--- config.mk ---
export PLATFORM = sky130hd
export DESIGN_NAME = mac_address_text_parser
export DESIGN_NICKNAME = d
export VERILOG_FILES = /design/src/sv/mtp_pkg.sv /design/src/sv/mtp_step.sv /design/src/sv/mac_address_text_parser.sv
export SDC_FILE = /design/constraint.sdc
export NUM_CORES = 1
export LEC_CHECK = 0
export ABC_AREA = 1
export ABC_CLOCK_PERIOD_IN_PS = 3300
export CAP_MARGIN = 0
export CELL_PAD_IN_SITES_DETAIL_PLACEMENT = 0
export CELL_PAD_IN_SITES_GLOBAL_PLACEMENT = 1
export CORE_ASPECT_RATIO = 1.1
export CORE_UTILIZATION = 43
export DETAILED_ROUTE_END_ITERATION = 10
export DONT_BUFFER_PORTS = 1
export PLACE_DENSITY = 0.86
export SYNTH_ARGS = -nofsm -noshare
export SYNTH_HDL_FRONTEND = slang
export SYNTH_SLANG_ARGS = --single-unit
export TNS_END_PERCENT = 100
--- constraint.sdc ---
create_clock -name clk -period 3.3 [get_ports clk]
set_clock_uncertainty 0.1 [all_clocks]
set_input_delay 0 -clock clk [delete_from_list [all_inputs] [get_ports clk]]
set_output_delay 0 -clock clk [all_outputs]
set_load 0.005 [all_outputs]
--- src/sv/mtp_pkg.sv ---
package mtp_pkg;

	localparam int unsigned CHAR_W   = 8;
	localparam int unsigned MAC_W    = 48;
	localparam int unsigned GROUP_W  = 16;
	localparam int unsigned CNT_W    = 3;
	localparam int unsigned GCOUNT_W = 4;
	// mac_addr + status + addr_format, padded up to whole bytes
	localparam int unsigned OUT_BITS = MAC_W + 1 + 2;
	localparam int unsigned OUT_W    = ((OUT_BITS + 7) / 8) * 8;

	localparam logic [CHAR_W-1:0] CH_NUL    = 8'h00;
	localparam logic [CHAR_W-1:0] CH_COLON  = 8'h3A;
	localparam logic [CHAR_W-1:0] CH_HYPHEN = 8'h2D;
	localparam logic [CHAR_W-1:0] CH_0      = 8'h30;
	localparam logic [CHAR_W-1:0] CH_9      = 8'h39;
	localparam logic [CHAR_W-1:0] CH_LA     = 8'h61;
	localparam logic [CHAR_W-1:0] CH_LF     = 8'h66;
	localparam logic [CHAR_W-1:0] CH_UA     = 8'h41;
	localparam logic [CHAR_W-1:0] CH_UF     = 8'h46;

	localparam logic [CNT_W-1:0]    CNT_MAX       = '1;
	localparam logic [CNT_W-1:0]    BYTE_SEP_MAX  = 3'd5;
	localparam logic [CNT_W-1:0]    SHORT_SEP_MAX = 3'd2;
	localparam logic [CNT_W-1:0]    BYTE_LEN_MAX  = 3'd2;
	localparam logic [CNT_W-1:0]    SHORT_LEN_MAX = 3'd4;
	localparam logic [GCOUNT_W-1:0] BYTE_GROUPS   = 4'd6;
	localparam logic [GCOUNT_W-1:0] SHORT_GROUPS  = 4'd3;

	typedef enum logic [1:0] {
		FMT_COLON  = 2'd0,
		FMT_HYPHEN = 2'd1,
		FMT_SHORT  = 2'd2,
		FMT_NONE   = 2'd3
	} fmt_t;

	typedef enum logic {
		ST_OK      = 1'b0,
		ST_INVALID = 1'b1
	} status_t;

	typedef struct packed {
		logic               colon_alive;
		logic               hyphen_alive;
		logic               short_alive;
		logic               after_hex;
		logic [CNT_W-1:0]   sep_count;
		logic [CNT_W-1:0]   group_len;
		logic [GROUP_W-1:0] group_val;
		logic [MAC_W-1:0]   byte_acc;
		logic [MAC_W-1:0]   word_acc;
		logic               ended;
	} parse_state_t;

	localparam parse_state_t STATE_RESET = '{
		colon_alive:  1'b1,
		hyphen_alive: 1'b1,
		short_alive:  1'b1,
		after_hex:    1'b0,
		sep_count:    '0,
		group_len:    '0,
		group_val:    '0,
		byte_acc:     '0,
		word_acc:     '0,
		ended:        1'b0
	};

	typedef struct packed {
		logic [MAC_W-1:0] mac_addr;
		status_t          status;
		fmt_t             addr_format;
	} result_t;

	typedef struct packed {
		logic       valid;
		logic [3:0] nibble;
	} hex_t;

	function automatic hex_t hex_decode(input logic [CHAR_W-1:0] c);
		hex_t h;
		h.valid  = 1'b1;
		h.nibble = '0;
		if (c >= CH_0 && c <= CH_9) begin
			h.nibble = 4'(c - CH_0);
		end else if (c >= CH_LA && c <= CH_LF) begin
			h.nibble = 4'(c - CH_LA + 8'd10);
		end else if (c >= CH_UA && c <= CH_UF) begin
			h.nibble = 4'(c - CH_UA + 8'd10);
		end else begin
			h.valid = 1'b0;
		end
		return h;
	endfunction

endpackage

--- src/sv/mtp_step.sv ---
// One character through the three format checks, plus the end-of-string verdict.
module mtp_step (
	input  mtp_pkg::parse_state_t          cur,
	input  logic [mtp_pkg::CHAR_W-1:0]     ch,
	output mtp_pkg::parse_state_t          nxt,
	output mtp_pkg::result_t               res
);

	mtp_pkg::hex_t                    hx;
	logic                             is_colon;
	logic                             is_hyphen;
	logic [mtp_pkg::CNT_W-1:0]        sep_inc;
	logic [mtp_pkg::CNT_W-1:0]        len_inc;
	logic [mtp_pkg::GCOUNT_W-1:0]     groups;

	assign hx        = mtp_pkg::hex_decode(ch);
	assign is_colon  = cur.after_hex && (ch == mtp_pkg::CH_COLON);
	assign is_hyphen = cur.after_hex && (ch == mtp_pkg::CH_HYPHEN);
	assign sep_inc   = (cur.sep_count == mtp_pkg::CNT_MAX) ? cur.sep_count
		: cur.sep_count + 1'b1;
	assign len_inc   = (cur.group_len == mtp_pkg::CNT_MAX) ? cur.group_len
		: cur.group_len + 1'b1;

	always_comb begin
		nxt = cur;
		if (!cur.ended) begin
			if (ch == mtp_pkg::CH_NUL) begin
				nxt.ended = 1'b1;
			end else if (is_colon || is_hyphen) begin
				nxt.byte_acc  = {cur.byte_acc[mtp_pkg::MAC_W-9:0], cur.group_val[7:0]};
				nxt.word_acc  = {cur.word_acc[mtp_pkg::MAC_W-mtp_pkg::GROUP_W-1:0],
					cur.group_val};
				nxt.group_val = '0;
				nxt.group_len = '0;
				nxt.after_hex = 1'b0;
				nxt.sep_count = sep_inc;
				if (is_colon) begin
					nxt.hyphen_alive = 1'b0;
					nxt.short_alive  = 1'b0;
				end else begin
					nxt.colon_alive = 1'b0;
				end
				if (sep_inc > mtp_pkg::BYTE_SEP_MAX) begin
					nxt.colon_alive  = 1'b0;
					nxt.hyphen_alive = 1'b0;
				end
				if (sep_inc > mtp_pkg::SHORT_SEP_MAX) begin
					nxt.short_alive = 1'b0;
				end
			end else if (hx.valid) begin
				nxt.group_len = len_inc;
				nxt.group_val = {cur.group_val[mtp_pkg::GROUP_W-5:0], hx.nibble};
				nxt.after_hex = 1'b1;
				if (len_inc > mtp_pkg::BYTE_LEN_MAX) begin
					nxt.colon_alive  = 1'b0;
					nxt.hyphen_alive = 1'b0;
				end
				if (len_inc > mtp_pkg::SHORT_LEN_MAX) begin
					nxt.short_alive = 1'b0;
				end
			end else begin
				nxt.colon_alive  = 1'b0;
				nxt.hyphen_alive = 1'b0;
				nxt.short_alive  = 1'b0;
			end
		end
	end

	assign groups = {1'b0, nxt.sep_count} + {{(mtp_pkg::GCOUNT_W-1){1'b0}}, nxt.after_hex};

	always_comb begin
		res.mac_addr    = '0;
		res.status      = mtp_pkg::ST_INVALID;
		res.addr_format = mtp_pkg::FMT_NONE;
		priority if (nxt.colon_alive || nxt.hyphen_alive) begin
			res.addr_format = nxt.colon_alive ? mtp_pkg::FMT_COLON : mtp_pkg::FMT_HYPHEN;
			if (groups == mtp_pkg::BYTE_GROUPS) begin
				res.status   = mtp_pkg::ST_OK;
				res.mac_addr = {nxt.byte_acc[mtp_pkg::MAC_W-9:0], nxt.group_val[7:0]};
			end
		end else if (nxt.short_alive) begin
			res.addr_format = mtp_pkg::FMT_SHORT;
			if (groups == mtp_pkg::SHORT_GROUPS) begin
				res.status   = mtp_pkg::ST_OK;
				res.mac_addr = {nxt.word_acc[mtp_pkg::MAC_W-mtp_pkg::GROUP_W-1:0],
					nxt.group_val};
			end
		end else begin
			res.addr_format = mtp_pkg::FMT_NONE;
		end
	end

endmodule

--- src/sv/mac_address_text_parser.sv ---
// MAC address text parser: feed the address text one ASCII character per beat on the
// slave side and mark the final character with s_tlast; one result beat follows on the
// master side with the 48-bit address (first byte most significant), a status (0 valid,
// 1 invalid) and the format that decided it (0 xx:xx:xx:xx:xx:xx, 1 xx-xx-xx-xx-xx-xx,
// 2 xxxx-xxxx-xxxx, 3 none). A NUL ends the text; characters after it up to the tlast
// beat are ignored. The block takes one character every cycle with no gaps between
// strings, except that a final character waits while the result slot is full; the
// result goes through the input register, then the parse state / result register. The
// only stall comes from the master side holding off a result. The parse state returns to
// its reset value after every result.
module mac_address_text_parser (
	input  logic                        clk,
	input  logic                        arst_n,
	input  logic                        s_tvalid,
	output logic                        s_tready,
	input  logic [mtp_pkg::CHAR_W-1:0]  s_tdata,   // [7:0] ch
	input  logic                        s_tlast,   // last
	output logic                        m_tvalid,
	input  logic                        m_tready,
	output logic [mtp_pkg::OUT_W-1:0]   m_tdata    // [47:0] mac_addr, [48] status,
	                                               // [50:49] addr_format, rest zero
);

	// input register
	logic                         vld_s1;
	logic [mtp_pkg::CHAR_W-1:0]   ch_s1;
	logic                         last_s1;

	// parse state and result register
	mtp_pkg::parse_state_t        st_q;
	mtp_pkg::parse_state_t        st_nxt;
	mtp_pkg::result_t             res_nxt;
	mtp_pkg::result_t             res_q;
	logic                         res_vld_q;

	logic                         out_free;
	logic                         adv_s1;

	// a result beat frees up when taken; non-final characters never need the slot
	assign out_free = !res_vld_q || m_tready;
	assign adv_s1   = vld_s1 && (!last_s1 || out_free);
	assign s_tready = !vld_s1 || adv_s1;

	always_ff @(posedge clk or negedge arst_n) begin
		if (!arst_n) begin
			vld_s1 <= 1'b0;
		end else if (s_tready) begin
			vld_s1 <= s_tvalid;
		end
	end

	always_ff @(posedge clk) begin
		if (s_tready && s_tvalid) begin
			ch_s1   <= s_tdata;
			last_s1 <= s_tlast;
		end
	end

	mtp_step u_step (
		.cur (st_q),
		.ch  (ch_s1),
		.nxt (st_nxt),
		.res (res_nxt)
	);

	always_ff @(posedge clk or negedge arst_n) begin
		if (!arst_n) begin
			st_q <= mtp_pkg::STATE_RESET;
		end else if (adv_s1) begin
			st_q <= last_s1 ? mtp_pkg::STATE_RESET : st_nxt;
		end
	end

	always_ff @(posedge clk or negedge arst_n) begin
		if (!arst_n) begin
			res_vld_q <= 1'b0;
		end else if (adv_s1 && last_s1) begin
			res_vld_q <= 1'b1;
		end else if (m_tready) begin
			res_vld_q <= 1'b0;
		end
	end

	always_ff @(posedge clk) begin
		if (adv_s1 && last_s1) begin
			res_q <= res_nxt;
		end
	end

	assign m_tvalid = res_vld_q;
	assign m_tdata  = {{(mtp_pkg::OUT_W - mtp_pkg::OUT_BITS){1'b0}},
		res_q.addr_format, res_q.status, res_q.mac_addr};

`ifndef SYNTHESIS
	// an invalid result never carries an address
	a_invalid_zero: assert property (@(posedge clk) disable iff (!arst_n)
		res_vld_q && res_q.status == mtp_pkg::ST_INVALID |-> res_q.mac_addr == '0)
		else $error("invalid result with nonzero address");

	// a valid result always names a format
	a_ok_has_fmt: assert property (@(posedge clk) disable iff (!arst_n)
		res_vld_q && res_q.status == mtp_pkg::ST_OK |-> res_q.addr_format != mtp_pkg::FMT_NONE)
		else $error("valid result without a format");

	// a final character always produces a result beat next cycle
	a_last_gives_result: assert property (@(posedge clk) disable iff (!arst_n)
		adv_s1 && last_s1 |=> res_vld_q)
		else $error("result missing after final character");

	// parse state is back at reset after each string
	a_state_cleared: assert property (@(posedge clk) disable iff (!arst_n)
		adv_s1 && last_s1 |=> st_q == mtp_pkg::STATE_RESET)
		else $error("parse state not cleared after result");

	// a pending result is never overwritten
	a_no_overwrite: assert property (@(posedge clk) disable iff (!arst_n)
		res_vld_q && !m_tready |-> !(adv_s1 && last_s1))
		else $error("result overwritten while stalled");
`endif

endmodule
After elaboration in Yosys (flattened, before gate mapping):

Cells that the tools add are included.

* logic and storage cells: 96
* input bits: 13
* output and inout bits: 58
* memories: 0
* register bits after elaboration: 161
* memory bits (writable): 0
* latch bits: 0
* bits in read-only memories: 0

* divide/modulo/power cells: 0
* equal/unequal tests: 8
* bitwise operators: 0
* magnitude comparators: 10
* muxes and demuxes: 33
* multipliers: 0
* shift operators: 0
* add/subtract/negate cells: 8
* reduce and logical (&&, ||, !) cells: 20

Operator list (count)
* 123-bit two-way mux: 2
* 49-bit two-way mux: 3
* 122-bit two-way mux: 1
* 96-bit two-way mux: 1
* 51-bit two-way mux: 1
* 19-bit two-way mux: 2
* 8-bit by 6-bit == test with 1-bit output (second input constant): 2
* 8-bit by 7-bit >= comparator with 1-bit output (second input constant): 2
* 8-bit by 7-bit <= comparator with 1-bit output (second input constant): 2
* 4-bit two-way mux: 4
* 1-bit two-way mux: 12
* 3-bit two-way mux: 4
* 4-bit by 1-bit subtractor with 4-bit output (second input constant): 3
* 4-bit adder (second input constant): 2
* 8-bit by 6-bit >= comparator with 1-bit output (second input constant): 1
* 8-bit by 6-bit <= comparator with 1-bit output (second input constant): 1
* 1-bit logical AND: 8
* 8-bit zero test: 1
* 3-bit by 1-bit adder with 3-bit output (second input constant): 2
* 3-bit == test (second input constant): 2
* 3-bit by 2-bit greater-than comparator with 1-bit output (second input constant): 2
* 3-bit greater-than comparator (second input constant): 2
* 2-bit two-way mux: 3
* 1-bit logical OR: 5
* other kinds (8): 11

Logic depth before layout (Yosys ltp):

* word-level depth: 14
* mapped depth: 23
* depth with buffers taken out: 21

Hierarchy:

A second synthesis with hierarchy kept.

* cells, all modules: 1211
* area total of the unflattened synthesis: 9303.9 µm²

Modules (own cells, without submodules)
* mac_address_text_parser: area an instance 6611.3 µm², seq. area each 4933.5 µm², cells each 607, instances 1
* mtp_step: area an instance 2692.6 µm², seq. area each 0.0 µm², cells each 604, instances 1

Worst setup path after synthesis:

OpenSTA, ideal clock, no wires.

* kind: flip-flop to flip-flop
* start point: reg ch_s1[0] (netlist bit)
* end point: reg res_q, in the netlist m_tdata[10] (data pin)
* setup slack: 176 ps
* arrival time: 2772 ps
* library setup time: 252 ps
* data required time: 2948 ps
* path buffers: 2
* stages on the path, launching flop included: 24
* clock period less this slack: 3124 ps
* cell sequence: edfxtp_1 > inv_1 > ha_1 > nand2_1 > nor2_1 > nand2_1 > nand2_2 > nand2_4 > inv_1 > clkbuf_1 > nand2_1 > o21ai_0 > inv_1 > ha_1 > ha_1 > inv_1 > nand3_1 > nand2_1 > nor2_1 > nand2_2 > clkinv_2 > buf_6 > nand2_1 > nand2_1

RTL lines
* start: declaration: line mac_address_text_parser.sv:26 `logic [mtp_pkg::CHAR_W-1:0] ch_s1;`
* start signal: assignment: line mac_address_text_parser.sv:54 `ch_s1 <= s_tdata;`
* end signal: assignment: line mac_address_text_parser.sv:86 `res_q <= res_nxt;`
* end: declaration: line mac_address_text_parser.sv:33 `mtp_pkg::result_t res_q;`

==> results by group <==
Synthesis
  • Post-synthesis cell type count: 31
  • Compound-cell area share of the yosys netlist: between 10% and 20%
  • Avg Inst Size Synth: just over 8 um2
  • Yosys Warn Count: 0
  • Post-synthesis adder-cell area fraction: between 1.5 and 2%
  • Mux contribution to synthesized area: 0%
  • Gate Count Post-Synth: 1,001
  • Post-Synth Simple-Gate Area: between 20% and 30%
  • Synthesized area: between 0.008 and 0.009 mm2
  • Largest family of logic cells by synthesized area: simple AND/OR/NAND/NOR gates
  • Post-synthesis sequential area ratio: between 50 and 60%
  • Synth Area in XOR/XNOR: less than 1%
  • FF+latch count, synth: 161

Pwr
  • Pwr dens: between 400 and 500 mW/mm2
  • LEAKAGE: ~4.4 nW
  • Peak supply drop: 0.382 mV

Layout
  • Area growth syn-to-layout: 14.1%
  • Most common cell after layout, fill and taps aside: nand2_1
  • Share of post-route cells with drive strength above 1: 9.68%
  • Ant diodes: 0
  • Post-layout net count: a little over 1,000
  • Most frequent cells in the layout: nand2_1 (289), inv_1 (110), nor2_1 (109)

Timing
  • Relative slew slack: 53.5%
  • Worst slew pin tran: 0.698 ns
  • Endpoints failing hold: 0
  • PnR worst setup slack: 0.255 ns
  • Setup violators final: 0
  • Pins over their slew limit: 0
  • WHS: 0.0777 ns
  • Crit share post-route: 92.3%
  • Max Fclk: between 0.3 and 0.4 GHz
  • Period minus WS final: slightly above 3 ns

Die
  • Die width: between 100 and 150 um
  • Core ar.: 0.0185 mm2
  • Site row count: 52
  • Die height: 146 um
  • Starting Density: 44.0%
  • I/O pin count: 71
  • Die area: 0.0195 mm2

Clocking
  • CTS tree: done
  • Maximum clock path buffer count: 2
  • Clock-pin slew on the worst setup and hold paths: 0.06 ns
  • TritonCTS buffer count: 17
  • Worst skew pair latency: between 0.4 and 0.5 ns
  • CTS sink count: 161
  • Root buf cell: clkbuf_16
  • # H-tree levels: 4

Critical path
  • Most frequent CP cell: ha_1
  • Buf/Inv on CP: 6
  • CP peak stage delay: 0.40 ns
  • Crit start category: flip-flop
  • Cell Chain, Critical Path: inv_2, ha_1, a21oi_1, o21ai_1, nand2_2, nand3_4, nand2_2, inv_2, o21ai_1, inv_1, ha_1, ha_1, inv_1, nor2_2, nand3_2, buf_4, clkbuf_16, nor2_1, nand2_1, nand2_1
  • CP max stage cell: edfxtp_1
  • CP max FO: 20
  • WP data required: 3.51 ns
  • Largest delay contributor family on the critical path: adder cells
  • Crit path DAT: 3.25 ns
  • Kind of critical path: reg -> reg
  • Crit path capture type: flip-flop

Global routing
  • Gr usage total: between 20% and 30%
  • Grt ovf: 0
  • Number of global-route vias before repair: 6,363
  • Largest net degree at the start of global routing: 102
  • Antenna violations before repair: 0
  • First-pass GRT wire length: 33.3 mm

Route
  • DRC Markers: 0
  • DR WL/cell: between 15 and 20 um
  • Vias per cell: 5.16
  • DR iter-0 viols: between 500 and 600
  • Post-route ant nets: 0
  • Final WL: 20.6 mm
  • First-pass DRT Iterations: 5
  • Routed vias: 6,528

Job
  • Max Cap Viol: 0

Place
  • Placed wire-length estimate: roughly 13 mm
  • Pre-CTS WS: roughly 0.025 ns
  • Routability Congestion: 0.890
  • Port Buffers: 0

Min path
  • Hold Path Class: in -> async

Outcome
  • Status: complete, no violations
metrics by stage:
stage,cells,TNS [ns],power [mW],instance area (um2),utilization (%)
2_1_floorplan,1005,0,2.46,8150,-
3_3_place_gp,1211,0,2.56,8400,45.5
3_5_place_dp,1211,0,2.56,8400,45.5
4_1_cts,1258,0,4.62,9160,49.6
5_1_grt,1266,-0.118,4.76,9280,50.2
6_report,1266,0,4.59,9280,50.2
worst reg2reg max path, cell delays in order (launching register included):
cell       delay (ns)
edfxtp_1         0.40
inv_2            0.07
ha_1             0.25
a21oi_1          0.14
o21ai_1          0.10
nand2_2          0.10
nand3_4          0.08
nand2_2          0.08
inv_2            0.04
o21ai_1          0.14
inv_1            0.06
ha_1             0.21
ha_1             0.29
inv_1            0.05
nor2_2           0.10
nand3_2          0.10
buf_4            0.17
clkbuf_16        0.19
nor2_1           0.11
nand2_1          0.06
nand2_1          0.07
synthesized netlist by cell type:
master | n | share of area, %
clkbuf_1 | 28 | 1.3
a31oi_1 | 2 | 0.15
nor2_1 | 112 | 5.2
nand4_1 | 4 | 0.31
nand2_2 | 10 | 0.77
and2_1 | 1 | 0.077
o21a_1 | 1 | 0.092
nand2_4 | 1 | 0.14
ha_1 | 10 | 1.5
nor2_4 | 2 | 0.28
o21ai_1 | 4 | 0.25
nand3_2 | 1 | 0.12
buf_4 | 7 | 0.65
buf_6 | 4 | 0.55
buf_2 | 18 | 1.1
clkinv_2 | 1 | 0.061
o21ai_0 | 105 | 6.5
dfstp_2 | 3 | 0.97
xor2_1 | 3 | 0.32
inv_2 | 5 | 0.23
a21oi_1 | 14 | 0.86
dfrtp_1 | 98 | 30
nand3_4 | 1 | 0.22
nand3_1 | 23 | 1.4
edfxtp_1 | 60 | 22
nor2_2 | 4 | 0.31
nand2_1 | 291 | 13
a211oi_1 | 2 | 0.18
inv_1 | 114 | 5.3
o22ai_1 | 71 | 5.5
conb_1 | 1 | 0.046
where the power goes:
group	internal (mW)	switching, mW
combinational	0.109	0.265
sequential	2.15	0.0449
clock	1.19	0.829
layer usage:
layer  part of all wire (%)  track usage (%)  up-vias
li1                       -                -     3269
met1                     44             28.3     3073
met2                     50             37.6      156
met3                    3.8             4.06       30
met4                    2.2             7.67        0
met5                      0                0        -
area by class of cell:
class                           count  area (um2)
Clock buffer                       19         433
Clock inverter                     13         161
Fill cell                        1777        9200
Inverter                          120         452
Multi-Input combinational cell    667        3100
Sequential cell                   161        4330
Tap cell                          243         304
Timing Repair Buffer               43         495
final timing paths:
path | slack [ns] | end | start | cells after the start
max in group asynchronous | 2.55 | st_q[55]$_DFFE_PN0P_ | arst_n | 2
min reg2reg | 0.40 | st_q[100]$_DFFE_PN0P_ | st_q[100]$_DFFE_PN0P_ | 2
min in group clk | 0.09 | ch_s1[4]$_DFFE_PP_ | s_tdata[4] | 1
max reg2reg | 0.26 | m_tdata[12]$_DFFE_PP_ | ch_s1[0]$_DFFE_PP_ | 20
min | 0.08 | st_q[27]$_DFFE_PN0P_ | arst_n | 2
max | 0.26 | m_tdata[12]$_DFFE_PP_ | ch_s1[0]$_DFFE_PP_ | 20
logic make-up after synthesis:
group                    Yosys count
AO/OA/AOI/OAI                    199
AND/OR/NAND/NOR                  450
buffers and inverters            177
adder cells (fa/ha/maj)           10
XOR/XNOR                           3
other                              1
flip-flops                       161
timing repair:
action / in CTS / in global routing
hold endpoints to repair: 121 / 0
setup buffers: 0 / 7
hold buffers: 15 / 0
resized for setup: 0 / 16
setup endpoints to repair: 0 / 49
sequential cells by signal, summed over array words and instances, names as in the netlist:
| name | flops |
|---|---|
| m_tdata | 51 |
| m_tvalid | 1 |
| last_s1 | 1 |
| ch_s1 | 8 |
| vld_s1 | 1 |
| st_q | 99 |
No activity file was read; power rests on OpenSTA's default activity.
